[src/rtl/dwsc_pkg.sv]
// Shared types and constants of the dual-wheel speed PI controller.
// No dependencies; every other file refers to this package by scoped names.
`timescale 1ns / 1ps

package dwsc_pkg;

  // encoder slots per wheel revolution
  localparam int SLOTS_PER_REV = 30;

  localparam int PULSE_W  = 10;
  localparam int PERIOD_W = 16;
  localparam int SPEED_W  = 16;
  localparam int DUTY_W   = 8;
  localparam int GAIN_W   = 16;
  localparam int ACC_W    = 32;
  localparam int TIME_W   = 32;
  localparam int CFG_IDX_W  = 3;
  localparam int CFG_DATA_W = 16;

  // speed = pulses * 1000 * 4096 / (slots * period)
  localparam int NUM_W  = 32;
  localparam int DEN_W  = PERIOD_W + $clog2(SLOTS_PER_REV + 1);
  localparam int DIV_W  = DEN_W + SPEED_W;
  localparam int BIT_W  = $clog2(SPEED_W);
  localparam logic [NUM_W-1:0] NUM_SCALE = NUM_W'(4096000);

  // |x| / 1000 for x below 2^32: (x * M) >> 38
  localparam int RECIP_W  = 29;
  localparam logic [RECIP_W-1:0] RECIP_M = RECIP_W'(274877907);
  localparam int RECIP_SH = 38;
  localparam int RP_W     = NUM_W + RECIP_W;
  localparam int QUO_W    = RP_W - RECIP_SH;

  localparam int ERR_W   = SPEED_W + 1;
  localparam int PTERM_W = ERR_W + GAIN_W + 1;
  localparam int ITERM_W = ACC_W + GAIN_W + 1;
  localparam int FRAC_W  = 20;
  localparam int TOTAL_W = ITERM_W + 2;

  localparam logic [TIME_W-1:0] STEP_START_MS = TIME_W'(2000);
  localparam logic [TIME_W-1:0] STEP_LEN_MS   = TIME_W'(10000);

  typedef enum logic [CFG_IDX_W-1:0] {
    CFG_STEP_MODE   = 3'd0,
    CFG_TARGET_L    = 3'd1,
    CFG_TARGET_R    = 3'd2,
    CFG_PROP_GAIN_L = 3'd3,
    CFG_INT_GAIN_L  = 3'd4,
    CFG_PROP_GAIN_R = 3'd5,
    CFG_INT_GAIN_R  = 3'd6,
    CFG_STEP_DRIVE  = 3'd7
  } cfg_reg_t;

  typedef enum logic [3:0] {
    OP_NONE,
    OP_LOAD,     // capture input beat, period scale, time update
    OP_NUM,      // dividend for selected wheel
    OP_CHK,      // saturation check, clear quotient
    OP_DIV,      // one restoring division step
    OP_SPD,      // store speed of selected wheel
    OP_ERR,      // speed error
    OP_MUL,      // error * period
    OP_RCP,      // divide by 1000
    OP_ACC,      // integral update with saturation
    OP_PROD,     // gain products
    OP_DUTY,     // new duty
    OP_STEP,     // step-test sequencing
    OP_OUT       // load result register
  } dp_op_t;

  typedef struct packed {
    dp_op_t           op;
    logic             wheel;   // 0 left, 1 right
    logic [BIT_W-1:0] bit_idx;
  } dwsc_cmd_t;

  typedef struct packed {
    logic step_mode;
  } dwsc_sts_t;

  typedef struct packed {
    logic [PULSE_W-1:0]  pulses_left;
    logic [PULSE_W-1:0]  pulses_right;
    logic [PERIOD_W-1:0] period_ms;
  } dwsc_in_t;

  typedef struct packed {
    logic [DUTY_W-1:0]  drive_left;
    logic [DUTY_W-1:0]  drive_right;
    logic [SPEED_W-1:0] rate_left;
    logic [SPEED_W-1:0] rate_right;
    logic               step_active;
  } dwsc_res_t;

endpackage

[src/rtl/dwsc_ctrl.sv]
// Sequencer of the speed controller: walks the datapath through one beat.
// Depends on dwsc_pkg (command and status types).
`timescale 1ns / 1ps

module dwsc_ctrl (
  input  logic                clk,
  input  logic                rst_n,
  input  logic                in_valid,
  output logic                in_ready,
  output logic                out_valid,
  input  logic                out_ready,
  input  dwsc_pkg::dwsc_sts_t sts,
  output dwsc_pkg::dwsc_cmd_t cmd
);

  typedef enum logic [3:0] {
    S_IDLE, S_NUM, S_CHK, S_DIV, S_SPD,
    S_ERR, S_MUL, S_RCP, S_ACC, S_PROD, S_DUTY,
    S_STEP, S_OUT
  } state_t;

  state_t                       state_r;
  logic                         wheel_r;
  logic [dwsc_pkg::BIT_W-1:0]   bit_r;
  logic                         out_valid_r;
  logic                         out_free;

  assign out_free  = !out_valid_r || out_ready;
  assign in_ready  = rst_n && (state_r == S_IDLE);
  assign out_valid = out_valid_r;

  always_comb begin
    cmd.wheel   = wheel_r;
    cmd.bit_idx = bit_r;
    cmd.op      = dwsc_pkg::OP_NONE;
    unique case (state_r)
      S_IDLE: if (in_valid) cmd.op = dwsc_pkg::OP_LOAD;
      S_NUM:  cmd.op = dwsc_pkg::OP_NUM;
      S_CHK:  cmd.op = dwsc_pkg::OP_CHK;
      S_DIV:  cmd.op = dwsc_pkg::OP_DIV;
      S_SPD:  cmd.op = dwsc_pkg::OP_SPD;
      S_ERR:  cmd.op = dwsc_pkg::OP_ERR;
      S_MUL:  cmd.op = dwsc_pkg::OP_MUL;
      S_RCP:  cmd.op = dwsc_pkg::OP_RCP;
      S_ACC:  cmd.op = dwsc_pkg::OP_ACC;
      S_PROD: cmd.op = dwsc_pkg::OP_PROD;
      S_DUTY: cmd.op = dwsc_pkg::OP_DUTY;
      S_STEP: cmd.op = dwsc_pkg::OP_STEP;
      S_OUT:  if (out_free) cmd.op = dwsc_pkg::OP_OUT;
      default: cmd.op = dwsc_pkg::OP_NONE;
    endcase
  end

  always_ff @(posedge clk) begin
    if (!rst_n) begin
      state_r     <= S_IDLE;
      wheel_r     <= 1'b0;
      bit_r       <= '0;
      out_valid_r <= 1'b0;
    end else begin
      if (state_r == S_OUT && out_free) out_valid_r <= 1'b1;
      else if (out_ready) out_valid_r <= 1'b0;
      unique case (state_r)
        S_IDLE: begin
          if (in_valid) begin
            state_r <= S_NUM;
            wheel_r <= 1'b0;
          end
        end
        S_NUM: state_r <= S_CHK;
        S_CHK: begin
          state_r <= S_DIV;
          bit_r   <= '1;
        end
        S_DIV: begin
          if (bit_r == '0) state_r <= S_SPD;
          else bit_r <= bit_r - 1'b1;
        end
        S_SPD: begin
          if (!wheel_r) begin
            wheel_r <= 1'b1;
            state_r <= S_NUM;
          end else begin
            wheel_r <= 1'b0;
            state_r <= sts.step_mode ? S_STEP : S_ERR;
          end
        end
        S_ERR:  state_r <= S_MUL;
        S_MUL:  state_r <= S_RCP;
        S_RCP:  state_r <= S_ACC;
        S_ACC:  state_r <= S_PROD;
        S_PROD: state_r <= S_DUTY;
        S_DUTY: begin
          if (!wheel_r) begin
            wheel_r <= 1'b1;
            state_r <= S_ERR;
          end else begin
            state_r <= S_OUT;
          end
        end
        S_STEP: state_r <= S_OUT;
        S_OUT: begin
          if (out_free) state_r <= S_IDLE;
        end
        default: state_r <= S_IDLE;
      endcase
    end
  end

endmodule

[config.mk]
export PLATFORM = sky130hd
export DESIGN_NAME = dwsc_ctrl
export DESIGN_NICKNAME = d
export VERILOG_FILES = /design/src/rtl/dwsc_pkg.sv /design/src/rtl/dwsc_ctrl.sv
export SDC_FILE = /design/constraint.sdc
export NUM_CORES = 1
export LEC_CHECK = 0
export ABC_AREA = 1
export BUFFER_PORTS_ARGS = -buffer_cell sky130_fd_sc_hd__buf_2
export CAP_MARGIN = 20
export CORE_MARGIN = 2
export CORE_UTILIZATION = 45
export DETAILED_ROUTE_END_ITERATION = 10
export PLACE_DENSITY_LB_ADDON = 0.12
export SLEW_MARGIN = 15
export SYNTH_ARGS = -nofsm -noshare
export SYNTH_HDL_FRONTEND = slang
export SYNTH_SLANG_ARGS = --single-unit
[constraint.sdc]
create_clock -name clk -period 1.1 [get_ports clk]
set_input_delay 0 -clock clk [delete_from_list [all_inputs] [get_ports clk]]
set_output_delay 0 -clock clk [all_outputs]
set_load 0.02 [all_outputs]
==> summary.md, run 1 <==
| Metric | Value |
|---|---|
| Status | aborted with a tool error |
| Failing step | 5_1_grt |
| First Err | [ERROR DPL-0038] Utilization greater than 100%, impossible to legalize |
| Synth top area share | 0.301 |
| Syn nets | between 100 and 150 |
| Kind of the worst endpoint | top-level output |
| Post-synth EDFFs | 0 |
| Dominant cell type by area after synthesis | dfxtp_1 |
| Clk sinks | 10 |
| Largest net degree at the start of global routing | 8 |
| Top_reg_cell synth | dfxtp_1 |
| Gpl congestion | around 0.85 |
| DIE WIDTH | around 42 um |
| H-tree depth | 1 |
| FP Rows | 13 |
| Syn Std Cell Area | 664 sq um |
| Gate Count Post-Synth | 109 |
| Seq cells post-synth | 10 |
| Ports | 16 |
| Sequential share of the synthesized area | 0.301 |
| Post-synth top cells | nand2_1, inv_1, nor2_1 |
| Post-Place Worst Slack | -90.6 ps |
| Initial Util | 0.498 |
| YS warnings | 0 |
| Area post-placement | just under 900 sq um |
| Cts bufs inserted | 3 |
| Die height | 42.4 um |
| PortBufs | 15 |
| CTS Buffer Depth | 2 |
| Yosys cell types | 20 |
| Most common cell in the netlist | nand2_1 |
| DP HPWL | around 1400 um |
| FFs w/ async S/R, synth | 0 |
| Synth top area cells | dfxtp_1, nand2_1, inv_1 |
| Worst_ep grt | cmd[5] |
| CTS Root Cell | clkbuf_4 |
| Syn Area/Cell | 6.10 sq um |
[timing repair]
| item | CTS |
|---|---|
| pin swaps | 10 |
| hold endpoints to repair | 2 |
| hold buffers | 2 |
| endpoints found under the setup margin | 14 |
| buffers inserted | 8 |
| gates resized for setup | 56 |
[kinds of logic after synthesis]
group	synth area share
flops	0.301
compound gates	0.124
fa+ha+maj	0.0188
simple gates	0.435
buf+inv	0.121
[metrics by stage]
stage / std cells / utilization
after floorplan: 109 / -
after global placement: 153 / 0.670
after CTS: 166 / 0.858
after detailed placement: 153 / 0.670
==> inputs of run 2 (changes only) <==
- CORE_AREA: not set -> 2 2 63 65
- CORE_MARGIN: 2 -> not set
- CORE_UTILIZATION: 45 -> not set
- DIE_AREA: not set -> 0 0 65 67
- PLACE_DENSITY_LB_ADDON: 0.12 -> 0.15
- clock period: 1.1 -> 1.4 ns (I/O delays scaled with it)
==> summary.md, run 2 <==
| Metric | Value |
|---|---|
| Hold Path Stages | 3 |
| DP HPWL | 1470 um (was 1410 um) |
| Complex-gate fraction of the synthesized area | 0.124 (unchanged) |
| Part of the power in the clock network | 0.313 |
| Worst path max stage delay | roughly 360 ps |
| Worst skew pair latency | between 200 and 250 ps |
| DIE WIDTH | 65 um (was 42.4 um) |
| Core area | 0.00361 sq mm |
| Combinational power share | 0.374 |
| Status | completed (was aborted with a tool error) |
| Depth of the worst register-to-register path | 8 |
| Internal | 0.732 mW |
| N_diodes | 0 |
| ANT nets after route | 0 |
| Sequential share of the synthesized area | 0.301 (unchanged) |
| Syn nets | 115 (unchanged) |
| Setup crit end kind | primary output |
| Dominant cell type by area after synthesis | dfxtp_1 (unchanged) |
| Avg Vias per Cell | 4.09 |
| Syn Std Cell Area | 664 sq um (unchanged) |
| Max-slew violations | 0 |
| DR WL/cell | 10.1 um |
| Pleak | 0.448 nW |
| Final wirelength | between 1500 and 2000 um |
| RR Endpoint | state_r[0] |
| Die height | 67 um (was 42.4 um) |
| Initial DRC Count | 26 |
| Simple-Gate Fraction of Synth Area | 0.435 (unchanged) |
| Synth top area share | 0.301 (unchanged) |
| Critical path's slowest cell | dfxtp_2 |
| Worst-Margin Slew | 224 ps |
| XOR/XNOR share of the synthesized area | 0 (unchanged) |
| Top delay family on crit path | flip-flops |
| Seq cells post-synth | 10 (unchanged) |
| YS warnings | 0 (unchanged) |
| Achievable frequency | 784 MHz |
| Worst R2R Setup Slack | ~150 ps |
| Most common cell in the netlist | nand2_1 (unchanged) |
| Clk sinks | 10 (unchanged) |
| Top flop regs | bit_r: 4 flops, state_r: 4 flops |
| RSZ-0062 raised after global routing | no |
| Synth top area cells | dfxtp_1, nand2_1, inv_1 (unchanged) |
| Crit path launch type | flip-flop |
| Worst Hold End | bit_r[2] |
| CP required | 1400 ps |
| Most frequent cells in the layout | nand2_1, inv_1, buf_2 |
| Final Power | around 1.2 mW |
| Full die area | between 0.004 and 0.005 sq mm |
| H-tree depth | 1 (unchanged) |
| DRC | 0 |
| Post-layout nets | 135 |
| RR Startpoint | bit_r[0] |
| Setup Skew | 3.72 ps |
| CTS tree | done |
| Slew margin rel. | 0.850 |
| Synth Area in Adders | 0.0188 (unchanged) |
| Global-route wire length before repair | 3160 um |
| WP buf/inv | 2 |
| Top_reg_cell synth | dfxtp_1 (unchanged) |
| Fin Setup TNS | 0 ps |
| Worst Slack Setup Final | 124 ps |
| WP data arrival | 1280 ps |
| Largest net degree at the start of global routing | 8 |
| Clock-pin transition on the worst setup and hold timing paths | 50 ps |
| Combinational family with the most area after synthesis | simple AND/OR/NAND/NOR gates (unchanged) |
| CTS Root Cell | clkbuf_8 (was clkbuf_4) |
| Syn Area/Cell | 6.10 sq um (unchanged) |
| DRT Pass-1 Iters | 3 |
| Post-Place Worst Slack | 89.6 ps (was -90.6 ps) |
| Gpl congestion | 0.805 (was 0.848) |
| PortBufs | 15 (unchanged) |
| FFs w/ async S/R, synth | 0 (unchanged) |
| Crit-path cells | inv_1, nand2_2, o21ai_0, a21oi_1, nand3_1, buf_2 |
| CP max FO | 4 |
| Final Core Density | 0.241 |
| Final setup fails | 0 |
| Via Count | 720 |
| Tot GR Track Use | 0.0977 |
| Reg power frac | 0.312 |
| Area growth from synthesis to layout | 30.9% |
| Minimum hold slack | 25.3 ps |
| Max Cap Viol | 0 |
| Net Switching | 0.437 mW |
| Max VDD drop | 584 uV |
| Ports | 16 (unchanged) |
| CTS Buffer Depth | 2 (unchanged) |
| FP Rows | 22 (was 13) |
| Post-synth EDFFs | 0 (unchanged) |
| Setup CP Type | flip-flop to primary output |
| Most common cell after layout, fill and taps aside | nand2_1 |
| Initial antenna violation count | 0 |
| Post-synth top cells | nand2_1, inv_1, nor2_1 (unchanged) |
| Vias in the first global route | just over 700 |
| Proportion of layout cells with a drive suffix above 1 | 0.289 |
| Sw Ratio | 0.374 |
| Cell Pwr Density | roughly 1300 mW/mm^2 |
| Gate Count Post-Synth | 109 (unchanged) |
| Final Hold Vio Count | 0 |
| Yosys cell types | 20 (unchanged) |
| Min Clock Period, post-route | 1280 ps |
| Worst Hold Launch | rst_n |
| Post-synthesis mux area share | 0 (unchanged) |
| Initial Util | 0.184 (was 0.498) |
| Total congestion overflow | 0 |
| Hold Path Class | input pin to flip-flop |
| Fin crit share | 0.911 |
| Cts bufs inserted | 3 (unchanged) |
## run 2: cell counts after synthesis
Identical to the previous run, type by type.
## run 2: layout make-up
| type | count | area [sq um] |
|---|---|---|
| fill | 428 | 2740 |
| multi-input combinational | 79 | 394 |
| sequential | 10 | 205 |
| timing repair buffer | 16 | 82.6 |
| inverter | 19 | 72.6 |
| tap | 48 | 60.1 |
| clock buffer | 4 | 55.1 |
## run 2: power by group through the flow
stage | combinational, mW | sequential, mW | clock (mW)
5_1_grt | 0.500 | 0.372 | 0.405
3_3_place_gp | 0.423 | 0.368 | 0
6_report | 0.437 | 0.365 | 0.366
2_1_floorplan | 0.282 | 0.389 | 0
3_5_place_dp | 0.420 | 0.366 | 0
4_1_cts | 0.421 | 0.360 | 0.384
## run 2: timing repair
action | 4_1_cts | 5_1_grt
resized for setup | 0 | 8
hold buffers | 0 | 0
endpoints found under the setup margin | 0 | 7
setup buffers | 0 | 1
## run 2: logic make-up (layout without fill, tap and decap cells)
| kind of cell | after synthesis | count (layout) |
|---|---|---|
| simple gates | 62 | 62 |
| buf+inv | 20 | 39 |
| compound gates | 16 | 16 |
| flops | 10 | 10 |
| fa+ha+maj | 1 | 1 |
## run 2: worst max path at each step
| stage | startpoint | end | slack [ps] | cells past startpoint |
|---|---|---|---|---|
| global placement | bit_r[0] | state_r[0] | 90 | 8 |
| detailed placement | bit_r[0] | state_r[0] | 90 | 8 |
| CTS | state_r[1] | cmd[5] | 10 | 4 |
| global route | state_r[2] | cmd[5] | 0.5 | 6 |
| finish | state_r[2] | cmd[5] | 120 | 6 |
| floorplan | bit_r[0] | bit_r[1] | 80 | 8 |
## run 2: stage by stage
step           instances  area [sq um]
2_1_floorplan        109           664
3_3_place_gp         171           792
3_5_place_dp         171           792
4_1_cts              175           847
5_1_grt              176           870
6_report             176           870
## run 2: layer usage
layer	part of all wire	vias up	global-route usage	routed length [um]
li1	-	384	-	-
met1	0.47	319	0.110	840
met2	0.46	13	0.164	823
met3	0.052	4	0.0389	92
met4	0.013	0	0.0399	24
met5	0	-	0	0
## run 2: worst reg2reg max path: stages, from the launching register on
cell and delay, ps:
dfxtp_1 320, inv_1 90, ha_2 190, nand3_1 120, nand2_4 120, nand2_1 70
nor2_2 100, nand2_1 60, a21oi_1 110
Power figures use the tool's default switching activity.
==> inputs of run 3 (changes only) <==
- RECOVER_POWER: not set -> 25
- SKIP_LAST_GASP: not set -> 1
==> summary.md, run 3 (synthesis results as in run 2) <==
| Metric | Value |
|---|---|
| ANT nets after route | 0 (unchanged) |
| Via Count | 719 (was 720) |
| Initial antenna violation count | 0 (unchanged) |
| Largest net degree at the start of global routing | 8 (unchanged) |
| Grt met1 use | 0.110 (unchanged) |
| Fin crit share | 0.911 (about the same) |
| Non-Filler Instances | 176 (unchanged) |
| Post-layout nets | 135 (unchanged) |
| WP data arrival | 1280 ps (about the same) |
| DRC | 0 (unchanged) |
| DRT Pass-1 Iters | 3 (unchanged) |
| PortBufs | 15 (unchanged) |
| Pleak | 0.431 nW (was 0.448 nW) |
| Initial DRC Count | 26 (unchanged) |
| Sw Ratio | 0.375 (was 0.374) |
| Max VDD drop | 587 uV (was 584 uV) |
| CTS tree | done (unchanged) |
| Crit path launch type | flip-flop (unchanged) |
| Slew margin rel. | 0.835 (was 0.850) |
| H-tree depth | 1 (unchanged) |
| Core area | 0.00361 sq mm (unchanged) |
| Busiest grt layer | met2 (unchanged) |
| Proportion of layout cells with a drive suffix above 1 | 0.258 (was 0.289) |
| Crit-path cells | inv_1, nand2_2, o21ai_0, a21oi_1, nand3_1, buf_2 (unchanged) |
| DIE WIDTH | 65 um (unchanged) |
| Final Hold Vio Count | 0 (unchanged) |
| Full die area | 0.00436 sq mm (unchanged) |
| Clk sinks | 10 (unchanged) |
| Hold Path Class | input pin to flip-flop (unchanged) |
| Initial Util | 0.184 (unchanged) |
| Critical path's slowest cell | dfxtp_2 (unchanged) |
| Setup CP Type | flip-flop to primary output (unchanged) |
| Gpl congestion | 0.805 (unchanged) |
| Reg power frac | 0.314 (was 0.312) |
| Vias in the first global route | 727 (unchanged) |
| Met2 usage | 0.164 (unchanged) |
| Global-route wire length before repair | 3160 um (unchanged) |
| Max Cap Viol | 0 (unchanged) |
| Placed Cells | 171 (unchanged) |
| Final setup fails | 0 (unchanged) |
| Clock-pin transition on the worst setup and hold timing paths | 50 ps (about the same) |
| Worst skew pair latency | 240 ps (about the same) |
| Max-slew violations | 0 (unchanged) |
| Top delay family on crit path | flip-flops (unchanged) |
| Fin Setup TNS | 0 ps (unchanged) |
| DP HPWL | 1470 um (unchanged) |
| Cts bufs inserted | 3 (unchanged) |
| FP Rows | 22 (unchanged) |
| Die height | 67 um (unchanged) |
| Cell Pwr Density | 1350 mW/mm^2 (was 1340 mW/mm^2) |
| Internal | 0.727 mW (was 0.732 mW) |
| Min Clock Period, post-route | 1280 ps (about the same) |
| Worst R2R Setup Slack | 150 ps (about the same) |
| RSZ-0062 raised after global routing | no (unchanged) |
| Ports | 16 (unchanged) |
| Area growth from synthesis to layout | 30.1% (was 30.9%) |
| Most common cell after layout, fill and taps aside | nand2_1 (unchanged) |
| WP buf/inv | 2 (unchanged) |
| CP max FO | 4 (unchanged) |
| CTS Root Cell | clkbuf_8 (unchanged) |
| Achievable frequency | 784 MHz (about the same) |
| CTS Buffer Depth | 2 (unchanged) |
| Top flop regs | bit_r: 4 flops, state_r: 4 flops (unchanged) |
| CP required | 1400 ps (about the same) |
| Most frequent cells in the layout | nand2_1, inv_1, nand3_1, nor2_1, buf_2 (was nand2_1, inv_1, buf_2) |
| Final wirelength | 1770 um (was 1780 um) |
| # fillers | 428 (unchanged) |
| Setup Skew | 3.28 ps (was 3.72 ps) |
| Worst-Margin Slew | 249 ps (was 224 ps) |
| Met3 usage | 0.0389 (unchanged) |
| N_diodes | 0 (unchanged) |
| Avg Vias per Cell | 4.09 (about the same) |
| Net Switching | 0.437 mW (about the same) |
| DR WL/cell | 10.1 um (about the same) |
| Total congestion overflow | 0 (unchanged) |
| Combinational power share | 0.371 (was 0.374) |
| Status | completed (unchanged) |
| Setup crit end kind | primary output (unchanged) |
| Tot GR Track Use | 0.0977 (unchanged) |
| Minimum hold slack | 25.3 ps (about the same) |
| Part of the power in the clock network | 0.315 (was 0.313) |
| Worst path max stage delay | 360 ps (about the same) |
## run 3: cell count changes in the layout (fill, tap and decap cells not counted)
cell,previous run,this run
buf_2,15,11
clkbuf_1,0,4
## run 3: final cells by class
type | instances | area (sq um) | share of cell area
repair buffers | 16 | 77.6 | 0.0897
inverters | 19 | 72.6 | 0.0839
flip-flops and latches | 10 | 205 | 0.237
clock buffers | 4 | 55.1 | 0.0637
well taps | 48 | 60.1 | 0.0695
multi-input cells | 79 | 394 | 0.456
## run 3: worst paths after layout
| path | start | endpoint | cells after the start |
|---|---|---|---|
| max | state_r[2] | cmd[5] | 6 |
| min | rst_n | bit_r[2] | 3 |
| max reg2reg | bit_r[0] | state_r[0] | 8 |
| min reg2reg | bit_r[0] | bit_r[0] | 1 |
## run 3: power by group through the flow
stage	clock network [mW]	logic, mW	registers [mW]
floorplan	0	0.282	0.389
global placement	0	0.423	0.368
detailed placement	0	0.420	0.366
CTS	0.384	0.421	0.360
global route	0.405	0.494	0.372
finish	0.367	0.432	0.365
## run 3: metrics by stage
stage	total power, mW	instance area (sq um)	utilization	worst slack, ps
finish	1.16	865	0.240	124
CTS	1.17	847	0.235	11.3
detailed placement	0.785	792	0.220	89.6
global route	1.27	865	0.240	0.490
global placement	0.791	792	0.220	89.9
floorplan	0.671	664	-	75.1
## run 3: worst min-delay path, cell delays in order
cell,delay [ps]
buf_2,130
nand2_1,60
inv_1,40
## run 3: timing repair
item | 4_1_cts | 5_1_grt
hold buffers | 0 | 0
resized for setup | 0 | 8
setup buffers | 0 | 1
setup endpoints to repair | 0 | 7
## run 3: layer usage
| layer | wire length, um | vias to the layer above |
|---|---|---|
| li1 | - | 385 |
| met1 | 832 | 317 |
| met2 | 818 | 13 |
| met3 | 95 | 4 |
| met4 | 24 | 0 |
| met5 | 0 | - |
==> inputs of run 4 (changes only) <==
- SETUP_SLACK_MARGIN: not set -> 0.5
==> summary.md, run 4 (synthesis results as in run 2) <==
| Metric | Value |
|---|---|
| Status | completed (unchanged) |
| CP required | 1510 ps (was 1400 ps) |
| CP Launch Point | state_r[0] (was state_r[2]) |
| Post-layout nets | 144 (was 135) |
| DIE WIDTH | 65 um (unchanged) |
| Hold Path Class | input pin to flip-flop (unchanged) |
| Pleak | 0.520 nW (was 0.431 nW) |
| N_diodes | 0 (unchanged) |
| Setup Skew | 0.970 ps (was 3.28 ps) |
| Fin Setup TNS | 0 ps (unchanged) |
| Cell Pwr Density | 1220 mW/mm^2 (was 1350 mW/mm^2) |
| Max VDD drop | 344 uV (was 587 uV) |
| Largest net degree at the start of global routing | 8 (unchanged) |
| PortBufs | 15 (unchanged) |
| Sequential cell area | 223 sq um (was 205 sq um) |
| Global-route wire length before repair | 3440 um (was 3160 um) |
| CTS Root Cell | clkbuf_8 (unchanged) |
| CP max FO | 6 (was 4) |
| H-tree depth | 1 (unchanged) |
| Part of the power in the clock network | 0.253 (was 0.315) |
| Tot GR Track Use | 0.103 (was 0.0977) |
| WP data arrival | 1270 ps (was 1280 ps) |
| Vias in the first global route | 755 (was 727) |
| RR Endpoint | state_r[2] (was state_r[0]) |
| Combinational power share | 0.469 (was 0.371) |
| Top flop regs | bit_r: 4 flops, state_r: 4 flops (unchanged) |
| DRC | 0 (unchanged) |
| Internal | 0.870 mW (was 0.727 mW) |
| Max-slew violations | 0 (unchanged) |
| Setup crit end kind | flip-flop (was primary output) |
| DRT Pass-1 Iters | 4 (was 3) |
| Most frequent cells in the layout | nand2_1, buf_6, inv_1 (was nand2_1, inv_1, nand3_1, nor2_1, buf_2) |
| Fin crit share | 0.833 (was 0.911) |
| Core area | 0.00361 sq mm (unchanged) |
| # fillers | 388 (was 428) |
| Worst-Margin Slew | 279 ps (was 249 ps) |
| Worst setup endpoint | state_r[2] (was cmd[5]) |
| Final setup fails | 0 (unchanged) |
| Slew margin rel. | 0.814 (was 0.835) |
| Most common cell after layout, fill and taps aside | nand2_1 (unchanged) |
| Min Clock Period, post-route | 1170 ps (was 1280 ps) |
| FP Rows | 22 (unchanged) |
| Hold-fix buffers, CTS | 0 (unchanged) |
| Ports | 16 (unchanged) |
| Initial DRC Count | 44 (was 26) |
| Reg power frac | 0.278 (was 0.314) |
| Sw Ratio | 0.383 (was 0.375) |
| ANT nets after route | 0 (unchanged) |
| Initial antenna violation count | 0 (unchanged) |
| Gpl congestion | 0.747 (was 0.805) |
| DP HPWL | 1460 um (was 1470 um) |
| Net Switching | 0.541 mW (was 0.437 mW) |
| Final Hold Vio Count | 0 (unchanged) |
| Area of the multi-input gates | 539 sq um (was 394 sq um) |
| Initial Util | 0.184 (unchanged) |
| Total congestion overflow | 0 (unchanged) |
| Setup CP Type | flip-flop to flip-flop (was flip-flop to primary output) |
| Worst R2R Setup Slack | 230 ps (was 150 ps) |
| CTS Buffer Depth | 2 (unchanged) |
| Worst skew pair latency | 230 ps (was 240 ps) |
| Die height | 67 um (unchanged) |
| Avg Vias per Cell | 4.22 (was 4.09) |
| Final wirelength | 1970 um (was 1770 um) |
| Full die area | 0.00436 sq mm (unchanged) |
| DR WL/cell | 10.6 um (was 10.1 um) |
| RR Startpoint | state_r[0] (was bit_r[0]) |
| Crit path launch type | flip-flop (unchanged) |
| Clock-pin transition on the worst setup and hold timing paths | 50 ps (about the same) |
| Proportion of layout cells with a drive suffix above 1 | 0.562 (was 0.258) |
| Depth of the worst register-to-register path | 7 (was 8) |
| CTS tree | done (unchanged) |
| Minimum hold slack | 17.1 ps (was 25.3 ps) |
| Max Cap Viol | 0 (unchanged) |
| Via Count | 781 (was 719) |
| Clk sinks | 10 (unchanged) |
| RSZ-0062 raised after global routing | yes (was no) |
| Cts bufs inserted | 3 (unchanged) |
| Achievable frequency | 857 MHz (was 784 MHz) |
| Area growth from synthesis to layout | 74.0% (was 30.1%) |
==> run 4: changes by cell type in the layout (fill, tap and decap cells not counted), moves of 5 or more <==
cell and change:
nand3_1 -6, buf_6 +10, inv_1 -8, nand2_4 +5, buf_2 -6, nand2_1 -7
nor2_1 -7, dfxtp_4 +5, inv_4 +5
==> run 4: power by group through the flow <==
| stage | clock network (mW) | registers (mW) | logic (mW) |
|---|---|---|---|
| final | 0.357 | 0.392 | 0.661 |
| after detailed placement | 0 | 0.381 | 0.459 |
| after CTS | 0.370 | 0.391 | 0.627 |
| after global routing | 0.393 | 0.399 | 0.727 |
| after global placement | 0 | 0.378 | 0.463 |
| after floorplan | 0 | 0.403 | 0.317 |
==> run 4: per-stage QoR <==
| step | setup slack (ps) | total power [mW] | util | cells | instance area, sq um |
|---|---|---|---|---|---|
| final | 234 | 1.41 | 0.321 | 185 | 1160 |
| after global routing | 154 | 1.52 | 0.321 | 185 | 1160 |
| after CTS | 206 | 1.39 | 0.306 | 184 | 1100 |
| after detailed placement | 151 | 0.840 | 0.235 | 172 | 847 |
| after global placement | 148 | 0.841 | 0.235 | 172 | 847 |
| after floorplan | 277 | 0.720 | - | 109 | 712 |
==> run 4: routing by layer <==
metal	vias up	GRT usage	part of all wire
met5	-	0	0
met4	0	0.00798	0.0020
met3	2	0.0439	0.046
met2	12	0.180	0.51
met1	362	0.122	0.45
li1	405	-	-
==> run 4: cell type report <==
type,count,area share
Multi-Input combinational cell,79,0.466
Sequential cell,10,0.193
Inverter,19,0.0736
Tap cell,48,0.0519
Timing Repair Buffer,25,0.168
Clock buffer,4,0.0476
==> run 4: worst min-delay path by stage <==
stage           from  depth (start not counted)        to  slack [ps]
3_3_place_gp   rst_n                          3  bit_r[2]         250
2_1_floorplan  rst_n                          2  bit_r[2]         100
5_1_grt        rst_n                          3  bit_r[2]          30
6_report       rst_n                          3  bit_r[2]          20
4_1_cts        rst_n                          3  bit_r[2]          20
3_5_place_dp   rst_n                          3  bit_r[2]         260
==> run 4: worst max-delay path, stage by stage, from the launching register on <==
cell and delay [ps]:
dfxtp_4 410, nand2_4 100, nor2_4 180, nand2_4 100
nand2_1 80, nor2_2 40, nand2_1 70, a21oi_1 50
==> run 4: what timing repair did <==
action | 4_1_cts | 5_1_grt
pin swaps | 16 | 9
setup buffers | 8 | 1
setup endpoints to repair | 15 | 16
gates resized for setup | 47 | 17
